`config.mk`:
```
export PLATFORM = sky130hd
export DESIGN_NAME = rtt_cell
export DESIGN_NICKNAME = d
export VERILOG_FILES = /design/src/rtl/rtt_pkg.sv /design/src/rtl/rtt_cell.sv
export SDC_FILE = /design/constraint.sdc
export NUM_CORES = 1
export LEC_CHECK = 0
export ABC_CLOCK_PERIOD_IN_PS = 9800
export BUFFER_PORTS_ARGS = -buffer_cell sky130_fd_sc_hd__buf_2
export CORE_AREA = 2 2 202 204
export DETAILED_ROUTE_END_ITERATION = 12
export DIE_AREA = 0 0 204 206
export GPL_TIMING_DRIVEN = 0
export PLACE_DENSITY = 0.44
export SLEW_MARGIN = 20
export SYNTH_ARGS = -nofsm -noshare
export SYNTH_HDL_FRONTEND = slang
export SYNTH_SLANG_ARGS = --single-unit
export TNS_END_PERCENT = 50
```
`constraint.sdc`:
```
create_clock -name clk -period 9.8 [get_ports clk]
set_clock_uncertainty 0.2 [all_clocks]
set_input_delay 0.98 -clock clk [delete_from_list [all_inputs] [get_ports clk]]
set_output_delay 0.98 -clock clk [all_outputs]
set_load 0.03 [all_outputs]
```
`src/rtl/rtt_pkg.sv`:
```
// shared types, constants and codes for the request tag table
package rtt_pkg;

    localparam int DEPTH_DEFAULT = 32;

    localparam logic [14:0] SEQ_RESET    = 15'd2;
    localparam logic [15:0] EXPIRY_RESET = 16'd60;

    localparam logic [2:0] KIND_ALLOC       = 3'd0;
    localparam logic [2:0] KIND_GENERATE    = 3'd1;
    localparam logic [2:0] KIND_FIND_TAG    = 3'd2;
    localparam logic [2:0] KIND_FIND_OPAQUE = 3'd3;
    localparam logic [2:0] KIND_FREE        = 3'd4;

    typedef enum logic [1:0] {
        ST_IDLE,
        ST_RUN,
        ST_FIN
    } state_t;

    typedef struct packed {
        logic [2:0]  kind;
        logic [15:0] ident;
        logic [31:0] user_id;
        logic [31:0] opaque_value;
        logic [31:0] tag_in;
        logic [31:0] now_seconds;
    } rtt_req_t;

    typedef struct packed {
        logic [31:0] tag_out;
        logic        found;
        logic [31:0] user_out;
        logic [31:0] opaque_out;
        logic        full_flag;
    } rtt_res_t;

    typedef struct packed {
        logic [31:0] tag;
        logic [31:0] user;
        logic [31:0] opaque;
        logic [31:0] stamp;
    } entry_t;

    typedef struct packed {
        logic load;
        logic rotate;
        logic keep;
    } cell_ctl_t;

endpackage

```
`src/rtl/rtt_cell.sv`:
```
// one table cell holding a single entry, loads new data or takes from its neighbor or from cell 0
module rtt_cell import rtt_pkg::*; #(
    parameter int INDEX = 0,
    parameter int IDX_W = 5
) (
    input  logic             clk,
    input  cell_ctl_t        ctl,
    input  logic [IDX_W-1:0] pos,
    input  entry_t           new_entry,
    input  entry_t           next_entry,
    input  entry_t           head_entry,
    output entry_t           entry
);

    entry_t entry_reg;
    entry_t entry_next;
    logic   at_pos;

    assign at_pos = (pos == IDX_W'(INDEX));

    always_comb
    begin
        entry_next = entry_reg;
        if (ctl.load && at_pos)
        begin
            entry_next = new_entry;
        end
        else if (ctl.rotate)
        begin
            if (ctl.keep && at_pos)
            begin
                entry_next = head_entry;
            end
            else
            begin
                entry_next = next_entry;
            end
        end
    end

    always_ff @(posedge clk)
    begin
        entry_reg <= entry_next;
    end

    assign entry = entry_reg;

endmodule

```
Word level (Yosys, flattened, before mapping). Index checks and enable logic that the tools add are counted.

Mux-type cells: 3. Reductions and logical operators: 4.

Operators with widths (count): $mux W128 (3); $logic_not A5 Y1 (1); $logic_and A1 B1 Y1 (2); $reduce_bool A2 Y1 (1).

Output and inout bits: 128. Input bits: 393. Flip-flop bits (word level): 128. Logic and storage cells: 11.

Longest topological paths before layout.
Word-level depth: 5. Mapped depth: 6. Gate-level depth less buffers: 3.

Worst setup path after synthesis. No wires, ideal clock.

Kind: in2reg. Start point: input ctl[2] in the netlist's numbering. End point: register entry_reg, in the netlist entry[0], enable pin. Slack: 1.321 ns. Data required time: 8.959 ns. Library setup time: 0.641 ns. Stages: 5. Data arrival time: 7.637 ns. Buffers on the path: 3. Path through: buf_2 -> or3b_1 -> buf_6 -> buf_6 -> o21bai_1.

Word-level cells in the longest chain between the ends: 2.

RTL lines: from (decl) (line rtt_cell.sv:7) `input cell_ctl_t ctl,`; $logic_and A1 B1 Y1 (line rtt_cell.sv:24) `if (ctl.load && at_pos)`; $reduce_bool A2 Y1 (no source line); to (signal assigned) (line rtt_cell.sv:43) `entry_reg <= entry_next;`; to (decl) (line rtt_cell.sv:15) `entry_t entry_reg;`.

No other way between the ends. A chain may end at the register's enable or synchronous reset.

Worst setup path in the final report.
Start point: input pos[4]. End point: register entry_reg, in the netlist entry[76], enable pin.

Word-level cells in the longest chain between the ends: 3.

RTL lines: from (decl) (line rtt_cell.sv:8) `input logic [IDX_W-1:0] pos,`; $logic_not A5 Y1 (line rtt_cell.sv:19) `assign at_pos = (pos == IDX_W'(INDEX));`; $logic_and A1 B1 Y1 (line rtt_cell.sv:24); $reduce_bool A2 Y1 (no source line).

No other way between the ends.

==> reports/results.md <==
| Parameter | Reported |
| --- | --- |
| Worst Max-Slew Pin Slew | 1.07 ns |
| Final hold violations | 0 |
| Gate count after technology mapping | 887 |
| WP data required | 9.76 ns |
| Count of buffering cells on the critical path with inverters included | 6 |
| GR Overflow Total | 0 |
| Synth Area per Inst | 9.86 sq um |
| I/O pin total | 521 |
| Relative slew slack | 28.4% |
| Kind of critical path | primary input to flop |
| Initial standard-cell utilization of the core | 21.8% |
| Worst Hold Margin | 0.633 ns |
| Setup slack at placement | 5.80 ns |
| Critical Path End | entry[76] |
| Post-detailed-route via-to-cell ratio | 5.01 |
| Number of gates resized after CTS | 0 |
| Reported max-cap violation count | 0 |
| Setup repair after global routing missed its margin | no |
| Fin worst setup slack | 6.32 ns |
| Most frequent standard cell in the layout excluding fill and tap cells | sky130_fd_sc_hd__buf_2 |
| Launching element of the worst setup path | pos[4] |
| Max FFs per register | 128 |
| Die outline height | 206 microns |
| Most used cells in the layout excluding fill and tap cells | sky130_fd_sc_hd__buf_2, sky130_fd_sc_hd__nor2_1, sky130_fd_sc_hd__edfxtp_1 |
| Number of buffers added for setup after CTS | 0 |
| Endpoint type of the worst setup path | flop |
| CP Max Fanout | 21 |
| CTS tree | yes |
| DRC violation count after routing | 0 |
| Fin nets | 1823 |
| Leading area contributor after synthesis | sky130_fd_sc_hd__edfxtp_1 |
| Leakage | 5.45 nW |
| Register area share after synthesis | 43.9% |
| Initial antenna violation count | 7 |
| Number of violations reported at the end of detailed-routing iteration 0 | 550 |
| Number of routed nets with antenna violations | 0 |
| Kind of start point of the critical path | primary input |
| Number of global-route vias before repair | 10000 |
| Global-route total usage across every layer | 20.5% |
| Post-CTS Hold Buffers | 0 |
| Synthesis warning total | 0 |
| Highest clock frequency the design can meet | 288 MHz |
| Synthesis-to-finish area growth | 45.7% |
| Setup TNS Final | 0 ns |
| Number of library cell types mapped by synthesis | 18 |
| Cell Chain, Critical Path | buf_2 -> or3_4 -> buf_2 -> clkbuf_1 -> o21bai_4 -> buf_16 -> buf_12 -> buf_16 |
| First-pass detailed-route iteration total | 6 |
| Routed wire length | 44.5 mm |
| Final cycle utilization of the critical path | 35.5% |
| Average wire per cell in the routed design | 22.5 microns |
| CTS H-Tree Depth | 4 |
| Most area-consuming cells after synthesis | sky130_fd_sc_hd__edfxtp_1, sky130_fd_sc_hd__o221a_2, sky130_fd_sc_hd__a41oi_1 |
| DP HPWL | 34.0 mm |
| Critical Path AT | 3.43 ns |
| Std-Cell Core Area | 0.0402 sq mm |
| Number of buffers created by CTS | 17 |
| Hold path startpoint | next_entry[126] |
| Die width | 204 microns |
| Final setup violating endpoints | 0 |
| Final worst path period need | 3.48 ns |
| Combined area of all synthesized cells | 0.00875 sq mm |
| Outcome | finished clean |
| Maximum number of pins on one net before global-route repair | 26 |
| Clock transition at the registers of the reported paths | 0.06 ns |
| Post-route core utilization | 31.7% |
| Die area | 0.0420 sq mm |
| Proportion of layout cells with a drive suffix above 1 | 49.3% |
| # fillers | 4327 |
| Deepest clock path buffer count | 2 |
| Rows | 74 |
| Global-route wire length before repair | 63.2 mm |
| Power density cells | 140 mW/mm^2 |
| Portion of synthesized cell area occupied by the leading cell type | 43.9% |
| Via count | 9921 |
| GPL Wtd Cong | 0.853 |
| Kind of path behind the tightest hold check | primary input to flop |
| Levels on crit path | 8 |
| Cell at the root of the clock tree | sky130_fd_sc_hd__clkbuf_16 |
| Worst IR Drop VDD | 0.0000914 V |
| Max-slew violation count | 0 |
| Number of buffers added on ports | 518 |
| Clk sink count | 128 |
| FF+latch count, synth | 128 |
| Cell with the biggest individual delay on the critical path | sky130_fd_sc_hd__o21bai_4 |
| Largest delay contributor family on the critical path | buffers and inverters |
| Longest individual stage delay on the worst path | 0.65 ns |
| Post-Synthesis Net Count | 1280 |
[stage by stage]
step	instances	power, mW	area [sq um]
after detailed placement	1943	1.15	12200
after global placement	1937	1.15	12000
after CTS	1975	1.81	12700
after global routing	1979	1.86	12700
after floorplan	887	0.943	8750
final	1981	1.79	12800
[power breakdown]
group / internal [mW] / switching (mW) / total (mW)
combinational: 0.170 / 0.287 / 0.458
sequential: 0.663 / 0.0129 / 0.676
clock: 0.392 / 0.262 / 0.653
[worst min-delay path by stage]
stage / end / cells after the start / slack [ns]
floorplan: entry[126] / 1 / 0.99
global placement: entry[126] / 2 / 1.08
detailed placement: entry[126] / 2 / 1.08
CTS: entry[126] / 2 / 0.59
global route: entry[126] / 2 / 0.61
finish: entry[126] / 2 / 0.63
[cell families (layout without fill, tap and decap cells)]
kind of cell / count (synthesis) / count (layout) / synth area share (%)
flip-flops: 128 / 128 / 43.9
AO/OA/AOI/OAI: 258 / 258 / 29.4
AND/OR/NAND/NOR: 261 / 261 / 15.0
other: 0 / 6 / 0
buffers and inverters: 240 / 796 / 11.7
[cell usage after synthesis, drive strengths merged]
| master | instances |
|---|---|
| a22o | 1 |
| a41oi | 127 |
| buf | 36 |
| clkbuf | 77 |
| edfxtp | 128 |
| inv | 127 |
| nand2 | 2 |
| nor2 | 128 |
| nor3 | 2 |
| o211ai | 1 |
| o21ai | 1 |
| o21bai | 1 |
| o221a | 127 |
| or3 | 128 |
| or3b | 1 |
[layer usage]
layer  GRT usage (%)  up-vias  share of wire [%]
li1                -     4576                  -
met1            24.4     4828                 40
met2            36.0      467                 50
met3            4.53       48                7.1
met4            7.66        2                2.1
met5               0        -              0.025
[area by class of cell]
cell class | count | area (sq um) | share of cell area [%]
clock inverters | 15 | 150 | 1.18
diodes | 6 | 15.0 | 0.118
repair buffers | 524 | 2740 | 21.4
inverters | 127 | 477 | 3.74
well taps | 532 | 666 | 5.22
plain buffers | 113 | 546 | 4.28
clock buffers | 17 | 425 | 3.34
flip-flops and latches | 128 | 3840 | 30.1
multi-input cells | 519 | 3890 | 30.5
No activity file was read; power rests on OpenSTA's default activity.
