**config.mk**
```make
export PLATFORM = sky130hd
export DESIGN_NAME = rtt_ctrl
export DESIGN_NICKNAME = d
export VERILOG_FILES = /design/src/rtl/rtt_pkg.sv /design/src/rtl/rtt_ctrl.sv
export SDC_FILE = /design/constraint.sdc
export NUM_CORES = 1
export LEC_CHECK = 0
export BUFFER_PORTS_ARGS = -buffer_cell sky130_fd_sc_hd__buf_2
export CAP_MARGIN = 20
export CORE_ASPECT_RATIO = 1.1
export CORE_MARGIN = 4
export CORE_UTILIZATION = 30
export DETAILED_ROUTE_END_ITERATION = 10
export PLACE_DENSITY = 0.49
export SLEW_MARGIN = 20
export SYNTH_ARGS = -nofsm -noshare
export SYNTH_HDL_FRONTEND = slang
export SYNTH_SLANG_ARGS = --single-unit
```
**constraint.sdc**
```tcl
create_clock -name clk -period 17.1 [get_ports clk]
set_input_delay 0.855 -clock clk [delete_from_list [all_inputs] [get_ports clk]]
set_output_delay 0.855 -clock clk [all_outputs]
set_load 0.05 [all_outputs]
```
**src/rtl/rtt_pkg.sv**
```systemverilog
// shared types, constants and codes for the request tag table
package rtt_pkg;

    localparam int DEPTH_DEFAULT = 32;

    localparam logic [14:0] SEQ_RESET    = 15'd2;
    localparam logic [15:0] EXPIRY_RESET = 16'd60;

    localparam logic [2:0] KIND_ALLOC       = 3'd0;
    localparam logic [2:0] KIND_GENERATE    = 3'd1;
    localparam logic [2:0] KIND_FIND_TAG    = 3'd2;
    localparam logic [2:0] KIND_FIND_OPAQUE = 3'd3;
    localparam logic [2:0] KIND_FREE        = 3'd4;

    typedef enum logic [1:0] {
        ST_IDLE,
        ST_RUN,
        ST_FIN
    } state_t;

    typedef struct packed {
        logic [2:0]  kind;
        logic [15:0] ident;
        logic [31:0] user_id;
        logic [31:0] opaque_value;
        logic [31:0] tag_in;
        logic [31:0] now_seconds;
    } rtt_req_t;

    typedef struct packed {
        logic [31:0] tag_out;
        logic        found;
        logic [31:0] user_out;
        logic [31:0] opaque_out;
        logic        full_flag;
    } rtt_res_t;

    typedef struct packed {
        logic [31:0] tag;
        logic [31:0] user;
        logic [31:0] opaque;
        logic [31:0] stamp;
    } entry_t;

    typedef struct packed {
        logic load;
        logic rotate;
        logic keep;
    } cell_ctl_t;

endpackage

```
**src/rtl/rtt_ctrl.sv**
```systemverilog
// sequencer: tag generation, fill count, scan of the cell row and result register
module rtt_ctrl import rtt_pkg::*; #(
    parameter int TABLE_DEPTH = DEPTH_DEFAULT,
    parameter int IDX_W       = $clog2(TABLE_DEPTH),
    parameter int CNT_W       = $clog2(TABLE_DEPTH + 1)
) (
    input  logic             clk,
    input  logic             rst_n,
    input  logic             in_valid,
    output logic             in_ready,
    input  rtt_req_t         in_req,
    output logic             out_valid,
    input  logic             out_ready,
    output rtt_res_t         out_res,
    input  logic [15:0]      expiry,
    input  entry_t           head,
    output cell_ctl_t        ctl,
    output logic [IDX_W-1:0] pos,
    output entry_t           new_entry,
    output logic [CNT_W-1:0] count
);

    state_t           state_reg, state_next;
    rtt_req_t         req_reg, req_next;
    rtt_res_t         res_reg, res_next;
    rtt_res_t         out_reg, out_next;
    logic             out_valid_reg, out_valid_next;
    logic [CNT_W-1:0] cnt_reg, cnt_next;
    logic [CNT_W-1:0] rem_reg, rem_next;
    logic [14:0]      seq_reg, seq_next;
    logic             matched_reg, matched_next;
    logic [31:0]      new_tag;
    logic [31:0]      limit;
    logic             expired;
    logic             is_full;

    assign new_tag = {req_reg.ident, 1'b0, seq_reg};
    assign limit   = head.stamp + {16'd0, expiry};
    assign expired = (limit < req_reg.now_seconds);
    assign is_full = (cnt_reg == CNT_W'(TABLE_DEPTH));

    assign new_entry = '{tag: new_tag, user: req_reg.user_id,
                         opaque: req_reg.opaque_value, stamp: req_reg.now_seconds};

    always_comb
    begin
        state_next     = state_reg;
        req_next       = req_reg;
        res_next       = res_reg;
        out_next       = out_reg;
        out_valid_next = out_valid_reg && !out_ready;
        cnt_next       = cnt_reg;
        rem_next       = rem_reg;
        seq_next       = seq_reg;
        matched_next   = matched_reg;
        in_ready       = 1'b0;
        ctl            = '0;
        pos            = cnt_reg[IDX_W-1:0];
        case (state_reg)
            ST_IDLE:
            begin
                in_ready = 1'b1;
                if (in_valid)
                begin
                    req_next     = in_req;
                    res_next     = '0;
                    rem_next     = cnt_reg;
                    matched_next = 1'b0;
                    state_next   = ST_RUN;
                end
            end
            ST_RUN:
            begin
                if (req_reg.kind == KIND_ALLOC || req_reg.kind == KIND_GENERATE)
                begin
                    res_next.tag_out = new_tag;
                    seq_next         = seq_reg + 15'd1;
                    if (req_reg.kind == KIND_ALLOC)
                    begin
                        if (is_full)
                        begin
                            res_next.full_flag = 1'b1;
                        end
                        else
                        begin
                            ctl.load = 1'b1;
                            cnt_next = cnt_reg + CNT_W'(1);
                        end
                    end
                    state_next = ST_FIN;
                end
                else if (req_reg.kind == KIND_FIND_TAG || req_reg.kind == KIND_FIND_OPAQUE
                         || req_reg.kind == KIND_FREE)
                begin
                    if (rem_reg == '0)
                    begin
                        state_next = ST_FIN;
                    end
                    else
                    begin
                        pos        = IDX_W'(cnt_reg - CNT_W'(1));
                        ctl.rotate = 1'b1;
                        ctl.keep   = 1'b1;
                        rem_next   = rem_reg - CNT_W'(1);
                        if (req_reg.kind == KIND_FIND_TAG)
                        begin
                            if (!res_reg.found && head.tag == req_reg.tag_in)
                            begin
                                res_next.found      = 1'b1;
                                res_next.user_out   = head.user;
                                res_next.opaque_out = head.opaque;
                            end
                        end
                        else if (req_reg.kind == KIND_FIND_OPAQUE)
                        begin
                            if (!res_reg.found && head.opaque == req_reg.opaque_value)
                            begin
                                res_next.found    = 1'b1;
                                res_next.user_out = head.user;
                                res_next.tag_out  = head.tag;
                            end
                        end
                        else
                        begin
                            // drop the match, and expired entries ahead of it
                            if (!matched_reg && (head.tag == req_reg.tag_in || expired))
                            begin
                                ctl.keep = 1'b0;
                                cnt_next = cnt_reg - CNT_W'(1);
                                if (head.tag == req_reg.tag_in)
                                begin
                                    matched_next = 1'b1;
                                end
                            end
                        end
                    end
                end
                else
                begin
                    state_next = ST_FIN;
                end
            end
            ST_FIN:
            begin
                if (!out_valid_reg || out_ready)
                begin
                    out_next       = res_reg;
                    out_valid_next = 1'b1;
                    state_next     = ST_IDLE;
                end
            end
            default:
            begin
                state_next = ST_IDLE;
            end
        endcase
    end

    always_ff @(posedge clk or negedge rst_n)
    begin
        if (!rst_n)
        begin
            state_reg     <= ST_IDLE;
            out_valid_reg <= 1'b0;
            cnt_reg       <= '0;
            seq_reg       <= SEQ_RESET;
            rem_reg       <= '0;
            matched_reg   <= 1'b0;
        end
        else
        begin
            state_reg     <= state_next;
            out_valid_reg <= out_valid_next;
            cnt_reg       <= cnt_next;
            seq_reg       <= seq_next;
            rem_reg       <= rem_next;
            matched_reg   <= matched_next;
        end
    end

    always_ff @(posedge clk)
    begin
        req_reg <= req_next;
        res_reg <= res_next;
        out_reg <= out_next;
    end

    assign out_valid = out_valid_reg;
    assign out_res   = out_reg;
    assign count     = cnt_reg;

endmodule

```
# Word-level counts from Yosys, hierarchy flattened
# Cells that the tools add are included.
[word_totals] reg_bits=374 elab_cells=155 n_memories=0 ramBits=0 out_inout_bits=242 input_bits=295 rom_bits=0 latch_bits=0
[classes] reduce_logical=30 n_div=0 bitwise=0 multipliers=0 mux=60 n_addsub=5 shift=0 n_eq_ne=37 order_cmp=1
[op_table] cell="two-way mux 65 bit" count=4
[op_table] cell="one-hot mux 98 bit (2 select lines)" count=1
[op_table] cell="two-way mux 97 bit" count=2
[op_table] cell="two-way mux 98 bit" count=1
[op_table] cell="two-way mux 32 bit" count=3
[op_table] cell="two-way mux 6 bit" count=12
[op_table] cell="equality test 32 bit" count=2
[op_table] cell="inequality test 2 bit (second input constant)" count=19
[op_table] cell="two-way mux 33 bit" count=1
[op_table] cell="adder 32 x 16 -> 32 bit" count=1
[op_table] cell="less-than comparator 32 bit" count=1
[op_table] cell="inequality test 3 bit (second input constant)" count=8
[op_table] cell="two-way mux 1 bit" count=20
[op_table] cell="two-way mux 5 bit" count=4
[op_table] cell="two-way mux 2 bit" count=8
[op_table] cell="AND reduction 8 bit" count=2
[op_table] cell="adder 15 x 1 -> 15 bit (second input constant)" count=1
[op_table] cell="AND reduction 7 bit" count=2
[op_table] cell="one-hot mux 6 bit (2 select lines)" count=1
[op_table] cell="subtractor 6 x 1 -> 6 bit (second input constant)" count=2
[op_table] cell="AND reduction 5 bit" count=2
[op_table] cell="AND reduction 9 bit" count=1
[op_table] cell="adder 6 x 1 -> 6 bit (second input constant)" count=1
[op_table] cell="equality test 3 x 2 -> 1 bit (second input constant)" count=2
[op_table] cell="other kinds (18)" count=32

# Depth between registers and ports, before layout
[depth] word_depth=11 ltp_mapped=18 ltp_nobuf=18

# Least setup slack after synthesis
# OpenSTA, ideal clock, no wires.
[synth_path] path_type="register -> register" start="register state_reg[0]" end="register res_reg[66] in the netlist's numbering, enable pin" setup_slack_ps=9976 arrival_time_ps=6684 stages_incl_launch_ff=6 setup_ps=441 period_less_slack_ps=7124 path_cell_list="dfrtp_1 -> clkbuf_1 -> nor2_1 -> and2_1 -> nor2_1 -> a31oi_1"
[synth_via] elab_chain_len=3
[synth_lines] element="start: declaration" line="rtt_ctrl.sv:23" text="state_t state_reg, state_next;"
[synth_lines] element="start signal: assignment" line="rtt_ctrl.sv:172" text="state_reg <= state_next;"
[synth_lines] element="equality test 2 x 1 -> 1 bit or zero test 2 bit (tied branches)" line="rtt_ctrl.sv:59" text="case (state_reg)"
[synth_lines] element="inequality test 3 bit (no source line), or another cell as far along"
[synth_lines] element="AND reduction 7 bit (no source line) (*)"
[synth_lines] element="end signal: assignment" line="rtt_ctrl.sv:184" text="res_reg <= res_next;"
[synth_lines] element="end: declaration" line="rtt_ctrl.sv:25" text="rtt_res_t res_reg, res_next;"
# Mark *: on every way between the ends. The rest lies on a longest branch, timed or not.
# A chain may end at the register's enable or synchronous reset.

==> results.md <==
- Tcrit/Tclk final: 34.2%
- Slew Limit Fails: 0
- Outcome: complete, no violations
- Internal reg-to-reg setup slack: 13.45 ns
- Largest net degree at the start of global routing: 83
- Layout overhead on the synthesized area: 25.9%
- Ys flop type: edfxtp_1
- Crit path kind: in -> out
- Hold Path Class: in -> async
- Clk slew on worst S/H paths: 0.06 ns
- DRC: 0
- Total gr overflow: 0
- VDD IR max: 0.0000906 V
- Max incr delay on CP: 0.53 ns
- Pre-antenna DRT Iters: 4
- # H-tree levels: 2
- Placed cell count: 2312
- Synth Area in Adders: 4.03%
- Share of the synthesized area in the top cell type: 63.0%
- Max reg flops: 112
- Post-synthesis register bit count: 374
- Reg-to-reg critical path endpoint: res_reg[68]
- Initial Util: 30.4%
- Port buffer count: 535
- Area contributors post-synth: edfxtp_1 63%, buf_4 5.2%, dfrtp_1 4.6%, xnor2_1 4.4%, ha_1 3.9%
- Area leader, netlist: edfxtp_1
- Synthesized net count: 1525
- Leakage power: 8.44 nW
- Post-synth EDFFs: 343
- Die X: 231 um
- Via-to-Cell Ratio: 4.34
- Root Buffer: clkbuf_16
- CTS tree: done
- Post-synthesis sequential area ratio: 67.8%
- Nature of the critical path endpoint: output port
- Row cnt: 89
- CTS Buffer Depth: 3
- Final setup vio count: 0
- Routed via count: 10400
- Hold_buf cts: 0
- Initial DRC count: 494
- Synthesized instance count: 1178
- Fraction of layout instances using a drive strength above 1: 38.2%
- Initial antenna violation count: 9
- Final net count: 1977
- Post-CTS Resized: 0
- Fin cells: 2397
- Max-cap violations: 0
- Syn Std Cell Area: 16300 um^2
- Total Power: 3.49 mW
- Slowest CP cell: nor4_1
- IO Pins: 537
- Setup Skew: 0.0120 ns
- Req. time, crit path: 16.25 ns
- CP Max Fanout: 5
- Worst Tran Pin Value: 1.02 ns
- CP arrival: 5.00 ns
- Cts bufs inserted: 44
- Syn avg cell area: 13.9 um^2
- Final wirelength: 46.4 mm
- Die height: 253 um
- HPWL Detailed: 34.9 mm
- Clk_lat worst skew: 0.55 ns
- Setup tns final: 0 ns
- Count of final hold-check violations: 0
- Fmax: 171 MHz
- Mux share of post-synthesis cell area: 0.130%
- Crit path cell chain: buf_2, ha_1, inv_1, fa_1, nor2b_1, o31a_1, o31ai_1, a21oi_1, a21bo_2, nand3_1, xnor2_1, ha_1, nand4_1, nor4_1, nand2_1, a21oi_1, o31ai_1, a21oi_1, buf_2
- DRT antenna net count: 0
- First-pass GRT wire length: 67.3 mm
- Postcts setup bufs: 0
- Crit Reg-Reg Startpoint: new_entry[47]
- Most frequent cell after synthesis: edfxtp_1
- Ys async rst share: 8.29%
- Yosys warnings: 0
- Compound-gate portion of the synthesized area: 5.31%
- GP Congestion: 0.833
- Post-synthesis xor/xnor area fraction: 6.22%
- Vias in the first global route: 10800
- Most frequent cells after synthesis: 343 x edfxtp_1, 113 x buf_4, 96 x nand2_1
- Die area: 58300 um^2
- Pwr per Cell Area: 170 nW/um^2
- Worst slew margin: 32.1%
- Crit start category: primary input
- Worst Reg-to-Reg Cells: 8
- Largest family of logic cells by synthesized area: simple AND/OR/NAND/NOR gates
- Core area: 53800 um^2
- Most used cell, CP: a21oi_1
- CTS sink count: 374
- RSZ-0062 raised after global routing: false
- Gr usage total: 15.2%
- WL/cell: 19.4 um
- Tmin final: 5.86 ns
- Post-Synth Simple-Gate Area: 9.46%
- Final core utilization: 38.2%
- Netlist cell types: 62
final cells by class:
type / instances / area (um^2)
fill: 5216 / 33200
sequential: 374 / 11100
multi-input combinational: 615 / 4160
timing repair buffer: 545 / 2760
clock buffer: 47 / 1110
tap: 728 / 911
clock inverter: 30 / 339
inverter: 50 / 188
antenna: 8 / 20.0
kinds of logic (layout without fill, tap and decap cells):
group / count (synthesis) / count (layout)
compound gates: 142 / 142
xor+xnor: 116 / 116
fa+ha+maj: 52 / 52
buf+inv: 189 / 672
flops: 374 / 374
mux: 2 / 2
other cells: 1 / 9
simple gates: 302 / 302
per-layer routing:
metal	share of wire [%]	up-vias	GRT usage [%]	wire length (um)
met3	5.8	73	3.69	2680
met2	52	291	26.7	24200
met5	0.028	-	0	13
li1	-	5021	-	-
met4	2.9	2	5.25	1370
met1	39	5013	18.2	18100
power breakdown:
| group | internal, mW | leakage [nW] | switching (mW) |
|---|---|---|---|
| clock | 0.565 | 0.701 | 0.383 |
| combinational | 0.252 | 4.11 | 0.841 |
| sequential | 1.35 | 3.63 | 0.102 |
| total | 2.17 | 8.44 | 1.33 |
worst max-delay path: cells and delay by family:
| family | cells | cell delay (ns) |
|---|---|---|
| buffers and inverters | 3 | 0.45 |
| adder cells (fa/ha/maj) | 3 | 0.89 |
| AO/OA/AOI/OAI | 7 | 1.57 |
| XOR/XNOR | 1 | 0.13 |
| AND/OR/NAND/NOR | 5 | 1.11 |
through the flow:
stage	hold WS [ns]	instance area, um^2	setup slack (ns)
floorplan	0.400	16300	9.98
global placement	0.400	19100	11.27
detailed placement	0.405	19100	11.24
CTS	0.385	20500	11.22
global route	0.419	20600	10.94
finish	0.387	20600	11.24
cells in the final DEF, fill, tap and decap left out, types with 3 or more instances in the layout:
master / n
buf_4: 9
o31ai_1: 6
bufinv_16: 6
clkbuf_16: 44
buf_2: 535
xor2_1: 34
clkbuf_1: 3
ha_1: 51
nand4_1: 21
nand3_1: 17
edfxtp_1: 343
nor2_1: 41
and2_1: 65
xnor2_1: 82
inv_1: 49
nand2b_1: 6
nor2b_1: 5
nor4_1: 10
clkinv_2: 8
o22ai_1: 3
diode_2: 8
a211oi_1: 6
clkinv_1: 5
dfrtp_1: 30
o21ai_0: 19
o21a_1: 6
clkinvlp_4: 5
nand2_1: 96
nor3_1: 10
and3_1: 10
inv_6: 3
a21oi_1: 68
a31oi_1: 3
a21o_1: 8
nor3b_1: 4
worst max-delay path by stage:
stage	from	endpoint	slack [ns]	cells past startpoint
after floorplan	state_reg[0]	res_reg[66]	9.98	5
after global placement	expiry[0]	ctl[0]	11.27	19
after detailed placement	expiry[0]	ctl[0]	11.24	19
after CTS	expiry[0]	ctl[0]	11.22	19
after global routing	expiry[0]	ctl[0]	10.94	19
final	expiry[0]	ctl[0]	11.24	19
Power figures use the tool's default switching activity.
